File: config.mk
export PLATFORM = sky130hd
export DESIGN_NAME = cpu_hotplug_load_governor_top
export DESIGN_NICKNAME = d
export VERILOG_FILES = /design/src/hpg_pkg.sv /design/src/cpu_hotplug_load_governor_top.sv /design/src/hpg_front.sv /design/src/hpg_queue.sv /design/src/hpg_back.sv
export SDC_FILE = /design/constraint.sdc
export NUM_CORES = 2
export LEC_CHECK = 0
export ABC_AREA = 1
export BUFFER_PORTS_ARGS = -buffer_cell sky130_fd_sc_hd__clkbuf_2
export CAP_MARGIN = 40
export CORE_ASPECT_RATIO = 0.75
export CORE_MARGIN = 3
export CORE_UTILIZATION = 25
export CTS_CLUSTER_DIAMETER = 80
export CTS_CLUSTER_SIZE = 25
export DETAILED_ROUTE_END_ITERATION = 6
export PLACE_DENSITY_LB_ADDON = 0.25
export SYNTH_ARGS = -nofsm -noshare
export SYNTH_HDL_FRONTEND = slang
export SYNTH_SLANG_ARGS = --single-unit
export TNS_END_PERCENT = 100
File: constraint.sdc
create_clock -name clk -period 5.9 [get_ports clk]
set_input_delay 1.77 -clock clk [delete_from_list [all_inputs] [get_ports clk]]
set_output_delay 1.77 -clock clk [all_outputs]
set_load 0.01 [all_outputs]
File: src/hpg_pkg.sv
// Shared types, codes and helper functions of the hotplug load governor.
// Used by every module of the block; depends on nothing.
`timescale 1ns / 1ps
`default_nettype none

package hpg_pkg;

  localparam int CORE_COUNT = 8;
  localparam logic [7:0] ALL_CORES = 8'((1 << CORE_COUNT) - 1);

  localparam logic [6:0] LOAD_SCALE    = 7'd100;
  localparam logic [6:0] THRESHOLD_MIN = 7'd11;
  localparam logic [6:0] THRESHOLD_RST = 7'd65;
  localparam logic [3:0] SUSPEND_MIN   = 4'd1;
  localparam logic [3:0] SUSPEND_MAX   = 4'd8;
  localparam logic [3:0] SUSPEND_RST   = 4'd2;

  // input func codes
  localparam logic [1:0] FUNC_SAMPLE  = 2'd0;
  localparam logic [1:0] FUNC_SUSPEND = 2'd1;
  localparam logic [1:0] FUNC_RESUME  = 2'd2;

  // classified operations
  localparam logic [1:0] OP_SAMPLE  = 2'd0;
  localparam logic [1:0] OP_SKIP    = 2'd1;
  localparam logic [1:0] OP_SUSPEND = 2'd2;
  localparam logic [1:0] OP_RESUME  = 2'd3;

  // result actions
  localparam logic [1:0] ACT_NONE = 2'd0;
  localparam logic [1:0] ACT_UP   = 2'd1;
  localparam logic [1:0] ACT_DOWN = 2'd2;

  // endurance levels
  localparam logic [1:0] LEVEL_FULL = 2'd0;
  localparam logic [1:0] LEVEL_FOUR = 2'd1;
  localparam logic [1:0] LEVEL_TWO  = 2'd2;

  // register indexes (paddr[3:2])
  localparam logic [1:0] REG_THRESHOLD = 2'd0;
  localparam logic [1:0] REG_SUSPEND   = 2'd1;
  localparam logic [1:0] REG_ENDURANCE = 2'd2;

  typedef struct packed {
    logic [6:0] threshold;
    logic [3:0] suspend_cores;
    logic [1:0] level;
  } cfg_t;

  // only the low 32 bits of the counters ever reach a delta
  typedef struct packed {
    logic [1:0]  op;
    logic [2:0]  core;
    logic [31:0] wall;
    logic [31:0] idle;
  } entry_t;

  function automatic logic [3:0] level_cap(input logic [1:0] level);
    logic [3:0] lim;
    case (level)
      LEVEL_FOUR: lim = 4'd4;
      LEVEL_TWO:  lim = 4'd2;
      default:    lim = 4'd8;
    endcase
    if (lim > 4'(CORE_COUNT)) lim = 4'(CORE_COUNT);
    return lim;
  endfunction

  // cores that stay online on suspend
  function automatic logic [7:0] suspend_keep(input logic [1:0] level,
                                              input logic [3:0] cores);
    logic [3:0] n;
    logic [7:0] keep;
    n = cores;
    if (level == LEVEL_FOUR && n > 4'd4) n = 4'd4;
    if (level == LEVEL_TWO && n > 2'd2) n = 4'd2;
    if (n < SUSPEND_MIN) n = SUSPEND_MIN;
    for (int c = 0; c < 8; c++) keep[c] = (4'(c) < n);
    return keep;
  endfunction

  // cores brought online on resume
  function automatic logic [7:0] resume_set(input logic [1:0] level);
    logic [3:0] r;
    logic [7:0] set;
    case (level)
      LEVEL_FOUR: r = 4'd3;
      LEVEL_TWO:  r = 4'd1;
      default:    r = 4'd7;
    endcase
    for (int c = 0; c < 8; c++) set[c] = (c >= 1) && (4'(c) <= r) && (c < CORE_COUNT);
    return set;
  endfunction

endpackage

`default_nettype wire

File: src/cpu_hotplug_load_governor_top.sv
// Hotplug load governor for up to eight cores: registers, front end, queue
// and back end. Depends on hpg_pkg, hpg_front, hpg_queue and hpg_back.
//
// Each input request (func in s_tuser) gives exactly one result on the
// m_ stream. A core load sample runs the seven-step restoring divider that
// forms 100*(wall-idle)/wall in the back end when the core was online at
// tick start and the wall delta is usable. A sample for a core offline at
// tick start, one with a zero wall delta or idle above wall, and suspend,
// resume, unused and out-of-limit requests skip the divider. The result is
// registered onto m_ when the back end finishes, later if the previous
// result still waits on m_tready. The front end takes one request per cycle
// into a two-entry queue, so input stays open while the back end works
// until the queue fills.
// Registers (APB, byte address 4*index): threshold at 0, suspend core count
// at 4, endurance level at 8; out-of-range writes are dropped.
`timescale 1ns / 1ps
`default_nettype none

module cpu_hotplug_load_governor_top (
  input  wire logic         clk,
  input  wire logic         rst,
  input  wire logic         s_tvalid,
  output logic              s_tready,
  input  wire logic [135:0] s_tdata,   // core_index[2:0], wall_total[66:3],
                                       // idle_total[130:67], zero pad
  input  wire logic [1:0]   s_tuser,   // func
  output logic              m_tvalid,
  input  wire logic         m_tready,
  output logic [31:0]       m_tdata,   // target_core[2:0], online_mask[10:3],
                                       // core_load[17:11], average_load[24:18]
  output logic [1:0]        m_tuser,   // action
  input  wire logic         psel,
  input  wire logic         penable,
  input  wire logic         pwrite,
  input  wire logic [3:0]   paddr,
  input  wire logic [31:0]  pwdata,
  output logic [31:0]       prdata,
  output logic              pready
);
  import hpg_pkg::*;

  cfg_t   cfg;
  logic   q_push;
  logic   q_full;
  logic   q_valid;
  logic   q_pop;
  entry_t q_in;
  entry_t q_out;
  logic   wr_en;

  assign pready = 1'b1;
  assign wr_en  = psel && penable && pwrite && pready;

  always_ff @(posedge clk) begin
    if (rst) begin
      cfg.threshold     <= THRESHOLD_RST;
      cfg.suspend_cores <= SUSPEND_RST;
      cfg.level         <= LEVEL_FULL;
    end else if (wr_en) begin
      case (paddr[3:2])
        REG_THRESHOLD: begin
          if (pwdata[6:0] >= THRESHOLD_MIN) cfg.threshold <= pwdata[6:0];
        end
        REG_SUSPEND: begin
          if (pwdata[3:0] >= SUSPEND_MIN && pwdata[3:0] <= SUSPEND_MAX)
            cfg.suspend_cores <= pwdata[3:0];
        end
        REG_ENDURANCE: begin
          if (pwdata[1:0] <= LEVEL_TWO) cfg.level <= pwdata[1:0];
        end
        default: ;
      endcase
    end
  end

  always_comb begin
    case (paddr[3:2])
      REG_THRESHOLD: prdata = {25'd0, cfg.threshold};
      REG_SUSPEND:   prdata = {28'd0, cfg.suspend_cores};
      REG_ENDURANCE: prdata = {30'd0, cfg.level};
      default:       prdata = 32'd0;
    endcase
  end

  hpg_front u_front (
    .s_tvalid (s_tvalid),
    .s_tready (s_tready),
    .s_tdata  (s_tdata),
    .s_tuser  (s_tuser),
    .cfg      (cfg),
    .q_full   (q_full),
    .q_push   (q_push),
    .q_entry  (q_in)
  );

  hpg_queue u_queue (
    .clk       (clk),
    .rst       (rst),
    .push      (q_push),
    .entry_in  (q_in),
    .full      (q_full),
    .valid     (q_valid),
    .pop       (q_pop),
    .entry_out (q_out)
  );

  hpg_back u_back (
    .clk      (clk),
    .rst      (rst),
    .cfg      (cfg),
    .q_valid  (q_valid),
    .q_pop    (q_pop),
    .q_entry  (q_out),
    .m_tvalid (m_tvalid),
    .m_tready (m_tready),
    .m_tdata  (m_tdata),
    .m_tuser  (m_tuser)
  );

  a_no_push_when_full: assert property (@(posedge clk) disable iff (rst)
    q_push |-> !q_full)
    else $error("queue written while full");

  a_mask_in_range: assert property (@(posedge clk) disable iff (rst)
    m_tvalid |-> (m_tdata[10:3] & ~ALL_CORES) == 8'd0)
    else $error("online mask has a core beyond the core count");

  a_target_matches_action: assert property (@(posedge clk) disable iff (rst)
    m_tvalid |-> ((m_tuser == ACT_NONE) == (m_tdata[2:0] == 3'd0)))
    else $error("target core does not match action");

  a_load_bounds: assert property (@(posedge clk) disable iff (rst)
    m_tvalid |-> (m_tdata[17:11] <= LOAD_SCALE && m_tdata[24:18] <= LOAD_SCALE))
    else $error("load percent above 100");

endmodule

`default_nettype wire

File: src/hpg_front.sv
// Front end: accepts requests from the input stream and classifies them.
// Depends on hpg_pkg; feeds hpg_queue.
`timescale 1ns / 1ps
`default_nettype none

module hpg_front (
  input  wire logic            s_tvalid,
  output logic                 s_tready,
  input  wire logic [135:0]    s_tdata,   // core_index, wall_total, idle_total, pad
  input  wire logic [1:0]      s_tuser,   // func
  input  wire hpg_pkg::cfg_t   cfg,
  input  wire logic            q_full,
  output logic                 q_push,
  output hpg_pkg::entry_t      q_entry
);
  import hpg_pkg::*;

  logic [2:0] core;
  logic       in_range;

  assign core     = s_tdata[2:0];
  assign in_range = {1'b0, core} < level_cap(cfg.level);

  assign s_tready = !q_full;
  assign q_push   = s_tvalid && !q_full;

  always_comb begin
    q_entry.core = core;
    q_entry.wall = s_tdata[34:3];
    q_entry.idle = s_tdata[98:67];
    case (s_tuser)
      FUNC_SAMPLE:  q_entry.op = in_range ? OP_SAMPLE : OP_SKIP;
      FUNC_SUSPEND: q_entry.op = OP_SUSPEND;
      FUNC_RESUME:  q_entry.op = OP_RESUME;
      default:      q_entry.op = OP_SKIP;
    endcase
  end

endmodule

`default_nettype wire

File: src/hpg_queue.sv
// Two-entry queue between the classifying front end and the back end.
// Depends on hpg_pkg for the entry type.
`timescale 1ns / 1ps
`default_nettype none

module hpg_queue (
  input  wire logic            clk,
  input  wire logic            rst,
  input  wire logic            push,
  input  wire hpg_pkg::entry_t entry_in,
  output logic                 full,
  output logic                 valid,
  input  wire logic            pop,
  output hpg_pkg::entry_t      entry_out
);
  import hpg_pkg::*;

  entry_t     slots [2];
  logic       wr_ptr;
  logic       rd_ptr;
  logic [1:0] count;

  assign full      = count == 2'd2;
  assign valid     = count != 2'd0;
  assign entry_out = slots[rd_ptr];

  always_ff @(posedge clk) begin
    if (rst) begin
      wr_ptr <= 1'b0;
      rd_ptr <= 1'b0;
      count  <= 2'd0;
    end else begin
      if (push) wr_ptr <= !wr_ptr;
      if (pop) rd_ptr <= !rd_ptr;
      count <= count + 2'(push) - 2'(pop);
    end
  end

  always_ff @(posedge clk) begin
    if (push) slots[wr_ptr] <= entry_in;
  end

endmodule

`default_nettype wire

File: src/hpg_back.sv
// Back end: keeps the per-core counters and online state, computes the load
// with a restoring divider and decides hotplug actions. Depends on hpg_pkg.
`timescale 1ns / 1ps
`default_nettype none

module hpg_back (
  input  wire logic            clk,
  input  wire logic            rst,
  input  wire hpg_pkg::cfg_t   cfg,
  input  wire logic            q_valid,
  output logic                 q_pop,
  input  wire hpg_pkg::entry_t q_entry,
  output logic                 m_tvalid,
  input  wire logic            m_tready,
  output logic [31:0]          m_tdata,   // target_core, online_mask, core_load,
                                          // average_load, pad
  output logic [1:0]           m_tuser    // action
);
  import hpg_pkg::*;

  localparam logic [2:0] ST_IDLE   = 3'd0;
  localparam logic [2:0] ST_EXEC   = 3'd1;
  localparam logic [2:0] ST_CHECK  = 3'd2;
  localparam logic [2:0] ST_MUL    = 3'd3;
  localparam logic [2:0] ST_DIV    = 3'd4;
  localparam logic [2:0] ST_DECIDE = 3'd5;
  localparam logic [2:0] ST_OUT    = 3'd6;

  logic [2:0]  state;
  entry_t      cur;
  logic [7:0]  online;
  logic [7:0]  tick_start;
  logic [31:0] prev_wall [8];
  logic [31:0] prev_idle [8];
  logic [6:0]  prev_load [8];

  logic [31:0] wall_q;
  logic [31:0] idle_q;
  logic [31:0] diff;
  logic [38:0] rem;
  logic [6:0]  quo;
  logic [2:0]  step;

  logic [1:0]  res_action;
  logic [2:0]  res_target;
  logic [6:0]  res_load;
  logic [6:0]  res_avg;

  logic [1:0]  out_action;
  logic [2:0]  out_target;
  logic [7:0]  out_mask;
  logic [6:0]  out_load;
  logic [6:0]  out_avg;

  logic [7:0]  tick_bits;
  logic [38:0] shifted;
  logic [7:0]  avg_sum;
  logic [6:0]  avg;
  logic [3:0]  nxt;
  logic        nxt_on;
  logic        out_load_en;

  assign q_pop       = (state == ST_IDLE) && q_valid;
  assign tick_bits   = (cur.core == 3'd0) ? online : tick_start;
  assign shifted     = 39'(wall_q) << step;
  assign avg_sum     = {1'b0, quo} + {1'b0, prev_load[cur.core]};
  assign avg         = avg_sum[7:1];
  assign nxt         = {1'b0, cur.core} + 4'd1;
  assign nxt_on      = online[nxt[2:0]];
  assign out_load_en = (state == ST_OUT) && (!m_tvalid || m_tready);

  assign m_tuser = out_action;
  assign m_tdata = {7'd0, out_avg, out_load, out_mask, out_target};

  always_ff @(posedge clk) begin
    if (rst) begin
      state      <= ST_IDLE;
      online     <= ALL_CORES;
      tick_start <= ALL_CORES;
      m_tvalid   <= 1'b0;
      for (int c = 0; c < 8; c++) begin
        prev_wall[c] <= '0;
        prev_idle[c] <= '0;
        prev_load[c] <= '0;
      end
    end else begin
      if (out_load_en) m_tvalid <= 1'b1;
      else if (m_tready) m_tvalid <= 1'b0;

      case (state)
        ST_IDLE: begin
          if (q_valid) state <= ST_EXEC;
        end
        ST_EXEC: begin
          case (cur.op)
            OP_SAMPLE: begin
              if (cur.core == 3'd0) tick_start <= online;
              if (tick_bits[cur.core]) begin
                prev_wall[cur.core] <= cur.wall;
                prev_idle[cur.core] <= cur.idle;
                state <= ST_CHECK;
              end else begin
                state <= ST_DECIDE;
              end
            end
            OP_SUSPEND: begin
              online <= online & suspend_keep(cfg.level, cfg.suspend_cores) & ALL_CORES;
              state  <= ST_OUT;
            end
            OP_RESUME: begin
              online <= (online | resume_set(cfg.level)) & ALL_CORES;
              state  <= ST_OUT;
            end
            default: state <= ST_OUT;
          endcase
        end
        ST_CHECK: begin
          if (wall_q == 32'd0 || wall_q < idle_q) state <= ST_DECIDE;
          else state <= ST_MUL;
        end
        ST_MUL: state <= ST_DIV;
        ST_DIV: begin
          if (step == 3'd0) state <= ST_DECIDE;
        end
        ST_DECIDE: begin
          prev_load[cur.core] <= quo;
          if (online[cur.core] && nxt < 4'(CORE_COUNT)) begin
            if (avg > cfg.threshold && !nxt_on) online[nxt[2:0]] <= 1'b1;
            else if (avg < cfg.threshold && nxt_on) online[nxt[2:0]] <= 1'b0;
          end
          state <= ST_OUT;
        end
        ST_OUT: begin
          if (out_load_en) state <= ST_IDLE;
        end
        default: state <= ST_IDLE;
      endcase
    end
  end

  // datapath registers
  always_ff @(posedge clk) begin
    if (q_pop) cur <= q_entry;
    case (state)
      ST_EXEC: begin
        wall_q     <= cur.wall - prev_wall[cur.core];
        idle_q     <= cur.idle - prev_idle[cur.core];
        quo        <= '0;
        res_action <= ACT_NONE;
        res_target <= '0;
        res_load   <= '0;
        res_avg    <= '0;
      end
      ST_CHECK: diff <= wall_q - idle_q;
      ST_MUL: begin
        // 100 * diff as shifts and adds
        rem  <= {1'b0, diff, 6'd0} + {2'b0, diff, 5'd0} + {5'b0, diff, 2'd0};
        quo  <= '0;
        step <= 3'd6;
      end
      ST_DIV: begin
        if (rem >= shifted) begin
          rem       <= rem - shifted;
          quo[step] <= 1'b1;
        end
        step <= step - 3'd1;
      end
      ST_DECIDE: begin
        res_load   <= quo;
        res_avg    <= avg;
        res_action <= ACT_NONE;
        res_target <= '0;
        if (online[cur.core] && nxt < 4'(CORE_COUNT)) begin
          if (avg > cfg.threshold && !nxt_on) begin
            res_action <= ACT_UP;
            res_target <= nxt[2:0];
          end else if (avg < cfg.threshold && nxt_on) begin
            res_action <= ACT_DOWN;
            res_target <= nxt[2:0];
          end
        end
      end
      default: ;
    endcase
    if (out_load_en) begin
      out_action <= res_action;
      out_target <= res_target;
      out_mask   <= online;
      out_load   <= res_load;
      out_avg    <= res_avg;
    end
  end

endmodule

`default_nettype wire

==> impl_summary.log <==
[metrics] final wirelength: about 170 mm
[metrics] total met3 wirelength after detailed routing: roughly 14 mm
[metrics] RePlAce Congestion: slightly above 0.9
[metrics] number of slew-limit violations in the final report: 0
[metrics] count of endpoints failing hold in the final timing report: 0
[metrics] Post-synth ARST share: 0
[metrics] critical path peak fanout: 14
[metrics] final worst-path setup slack: 0.773 ns
[metrics] Max-Slew Margin vs Limit: 0.372
[metrics] first-iteration detailed-routing DRC count: approximately 4200
[metrics] starting density of the core: 0.253
[metrics] Gate Count Post-Synth: about 5500
[metrics] Post-synth top flop: edfxtp_1
[metrics] post-placement worst setup slack: around 0.85 ns
[metrics] area of placed instances: ~0.056 mm²
[metrics] mean area per synthesized cell: about 9.6 µm²
[metrics] clock sinks: 1003
[metrics] Tcrit/Tclk final: 0.869
[metrics] Synth Cell Area: 0.0523 mm²
[metrics] maximum capacitance violations: 0
[metrics] CTS tree: yes
[metrics] Synth area leader: edfxtp_1
[metrics] Max Clk Rate: between 0.15 and 0.2 GHz
[metrics] PD cells: approximately 610 mW/mm²
[metrics] synth-to-layout area growth: 10.9%
[metrics] Synth top area share: 0.554
[metrics] Met1 Routed Length: 85.3 mm
[metrics] total DRC errors in the routed layout: 0
[metrics] via total after detailed routing: around 40000
[metrics] yosys synthesis warning count: 0
[metrics] Routed met2 length: 70.2 mm
[metrics] CTS clk-pin slew, worst paths: between 0.1 and 0.15 ns
[metrics] overflow left after global routing: 0
[metrics] Worst setup EP type: register
[metrics] antenna viol nets, final: 0
[metrics] vias in the first global route: ~38000
[metrics] most common library cells after synthesis: 1258 x nand2_1, 966 x edfxtp_1, 895 x nor2_1
[metrics] aggregate negative setup slack: 0 ns
[metrics] transition at the pin with the smallest max-transition slack: ~0.94 ns
[metrics] fin util: 0.281
[metrics] die extent in y: between 400 and 500 µm
[metrics] nets@finish: a little under 6000
[metrics] area of the core region: just over 0.2 mm²
[metrics] pin count of the biggest net entering global routing: 73
[metrics] combinational family with the most area after synthesis: simple AND/OR/NAND/NOR gates
[metrics] leakage power of the design: ~23 nW
[metrics] final period demand of the worst path: between 5 and 6 ns
[metrics] number of input and output port buffers inserted: 120
[metrics] peak supply drop: around 280 µV
[metrics] nature of the critical path startpoint: register
[metrics] count of cell types in the netlist: 48
[metrics] Bufs on Longest Clock Path: 3
[metrics] uppermost signal routing layer after detailed routing: met5
[metrics] Fillers: 21900
[metrics] number of buffers inserted during clock tree synthesis: 53
[metrics] width of the die: 534 µm
[metrics] most instantiated library cell after synthesis: nand2_1
[metrics] drt via density: 4.75
[metrics] required arrival time at the worst endpoint: ~6.5 ns
[metrics] Hold WC Path Type: reg -> reg
[metrics] antenna violations before repair: 4
[metrics] Global Route Usage Sum: 0.156
[metrics] total power draw: about 35 mW
[metrics] WP data arrival: between 5 and 6 ns
[metrics] share of synthesized cell area in and, or, nand and nor gates: 0.197
[metrics] first-pass GRT wire length: around 250 mm
[metrics] result of the run: completed
[metrics] I/O pin count: 250
[metrics] main area contributors after synthesis: edfxtp_1 55%, nand2_1 9.0%, nor2_1 6.4%
[metrics] number of H-tree levels: 2
[metrics] Root Buffer: clkbuf_16
[metrics] fraction of layout cells with a size suffix above 1: 0.0579
[metrics] path type of the worst setup path: reg -> reg
[metrics] mux cell area share after synthesis: 0.000574
[metrics] Detailed Routing Iterations Pass 1: 6
[metrics] half-perimeter wire length after placement: 118 mm
[metrics] floorplan die area: 0.215 mm²
[metrics] number of synthesized register bits: about 1000
[metrics] number of failing setup endpoints in the final timing report: 0
[metrics] arithmetic-cell share of the synthesized area counting full adders, half adders and majority gates: 0.0594
[metrics] insertion delay of the later-clocked pin in the worst-skew pair: slightly above 0.7 ns
[metrics] mean routed wirelength per cell: 20.7 µm
[metrics] part of the Yosys area used for sequential elements: 0.569
[metrics] Gates resized, CTS repair: 0
[metrics] final clock skew: 0.0452 ns
[metrics] XOR/XNOR share of the synthesized area: 0.0161
[metrics] Finished Cell Area: about 0.058 mm²
[metrics] setup repair bufs after CTS: 0
[metrics] Core Rows: approximately 140
[metrics] # hold bufs at CTS: 0
[metrics] number of enable-type register cells in the synthesized netlist: ~970
[metrics] compound-gate portion of the synthesized area: 0.0945
[metrics] setup repair after global routing missed its margin: no
power breakdown:
part           switching, mW  internal, mW  total, mW  leakage (nW)
Combinational           13.8          6.02       19.9          12.6
Clock                   2.58          1.78       4.36         0.807
Sequential              1.15          9.84       11.0          9.86
Total                   17.6          17.6       35.2          23.3
worst max-delay path, stage by stage (launching register included):
cell      delay [ns]
edfxtp_1        0.58
inv_2           0.19
nand3_1         0.17
clkinv_2        0.16
a221oi_1        0.62
nand4_1         0.27
ha_1            0.41
nand2_1         0.08
inv_1           0.05
o21ai_0         0.15
and2_1          0.18
inv_1           0.04
a21oi_1         0.12
o21bai_1        0.09
xor2_1          0.18
ha_1            0.26
nand2_1         0.08
inv_1           0.04
nand3_1         0.08
a21oi_1         0.05
nor2_1          0.15
nor2_1          0.06
nand2_1         0.22
inv_1           0.09
nand2_1         0.08
nand3_1         0.28
nand3b_1        0.20
nand3_1         0.07
cell usage in the layout, fill, tap and decap left out, types with 16 or more instances in the layout:
cell type / n
a21o_1: 25
a21oi_1: 253
a221oi_1: 58
a22o_1: 44
a22oi_1: 87
a31oi_1: 31
buf_12: 17
buf_4: 57
clkbuf_16: 53
clkbuf_2: 120
clkinv_1: 18
conb_1: 33
dfxtp_1: 36
edfxtp_1: 966
fa_1: 34
ha_1: 194
inv_1: 539
nand2_1: 1248
nand2_4: 16
nand3_1: 190
nand3b_1: 22
nand4_1: 103
nor2_1: 891
nor3_1: 28
o21ai_0: 243
o21bai_1: 22
xnor2_1: 32
xor2_1: 64
state kept, by name, summed over array words and instances (netlist names), 7 cells and up, named ones only:
signal,count
u_back.out_avg,7
u_back.prev_load,56
u_back.diff,32
u_back.res_load,7
u_queue.slots,138
u_back.cur,69
u_back.out_mask,8
u_back.out_load,7
u_back.idle_q,32
u_back.res_avg,7
u_back.quo,7
u_back.tick_start,8
u_back.prev_wall,256
cfg,13
u_back.wall_q,32
u_back.prev_idle,256
u_back.rem,39
layout make-up:
class,count,area (µm²),area share
antenna,3,7.51,0.000129
clock inverter,19,305,0.00526
timing repair buffer,200,1510,0.0260
tap,2774,3470,0.0598
inverter,565,2130,0.0366
multi-input combinational,3719,19500,0.336
sequential,1003,29800,0.513
clock buffer,60,1350,0.0233
cell families after synthesis:
group                      count (synthesis)
buffers and inverters                    776
xor gates and xnor gates                  96
and+or+nand+nor                         2546
adders and majority gates                228
muxes                                      3
DFF                                     1003
AOI/OAI and AO/OA                        813
other                                      2
per-layer routing:
layer  up-vias  GRT usage
li1      18700          -
met1     19400      0.241
met2      1401      0.223
met3       149     0.0308
met4         2     0.0266
met5         -    0.00647
final timing paths:
| path | from | end | slack, ns | cells past startpoint |
|---|---|---|---|---|
| worst max-delay path | u_back.cur[66] | register | 0.77 | 27 |
| worst min-delay path | u_back.res_target[2] | u_back.out_target[2] | 0.42 | 0 |
| worst max register to register | u_back.cur[66] | register | 0.77 | 27 |
| worst min register to register | u_back.res_target[2] | u_back.out_target[2] | 0.42 | 0 |
through the flow:
step	cells	hold WS (ns)
2_1_floorplan	5498	0.400
3_3_place_gp	8255	0.408
3_5_place_dp	8261	0.407
4_1_cts	8340	0.419
5_1_grt	8343	0.434
6_report	8343	0.416
(Power assumes the default switching activity.)
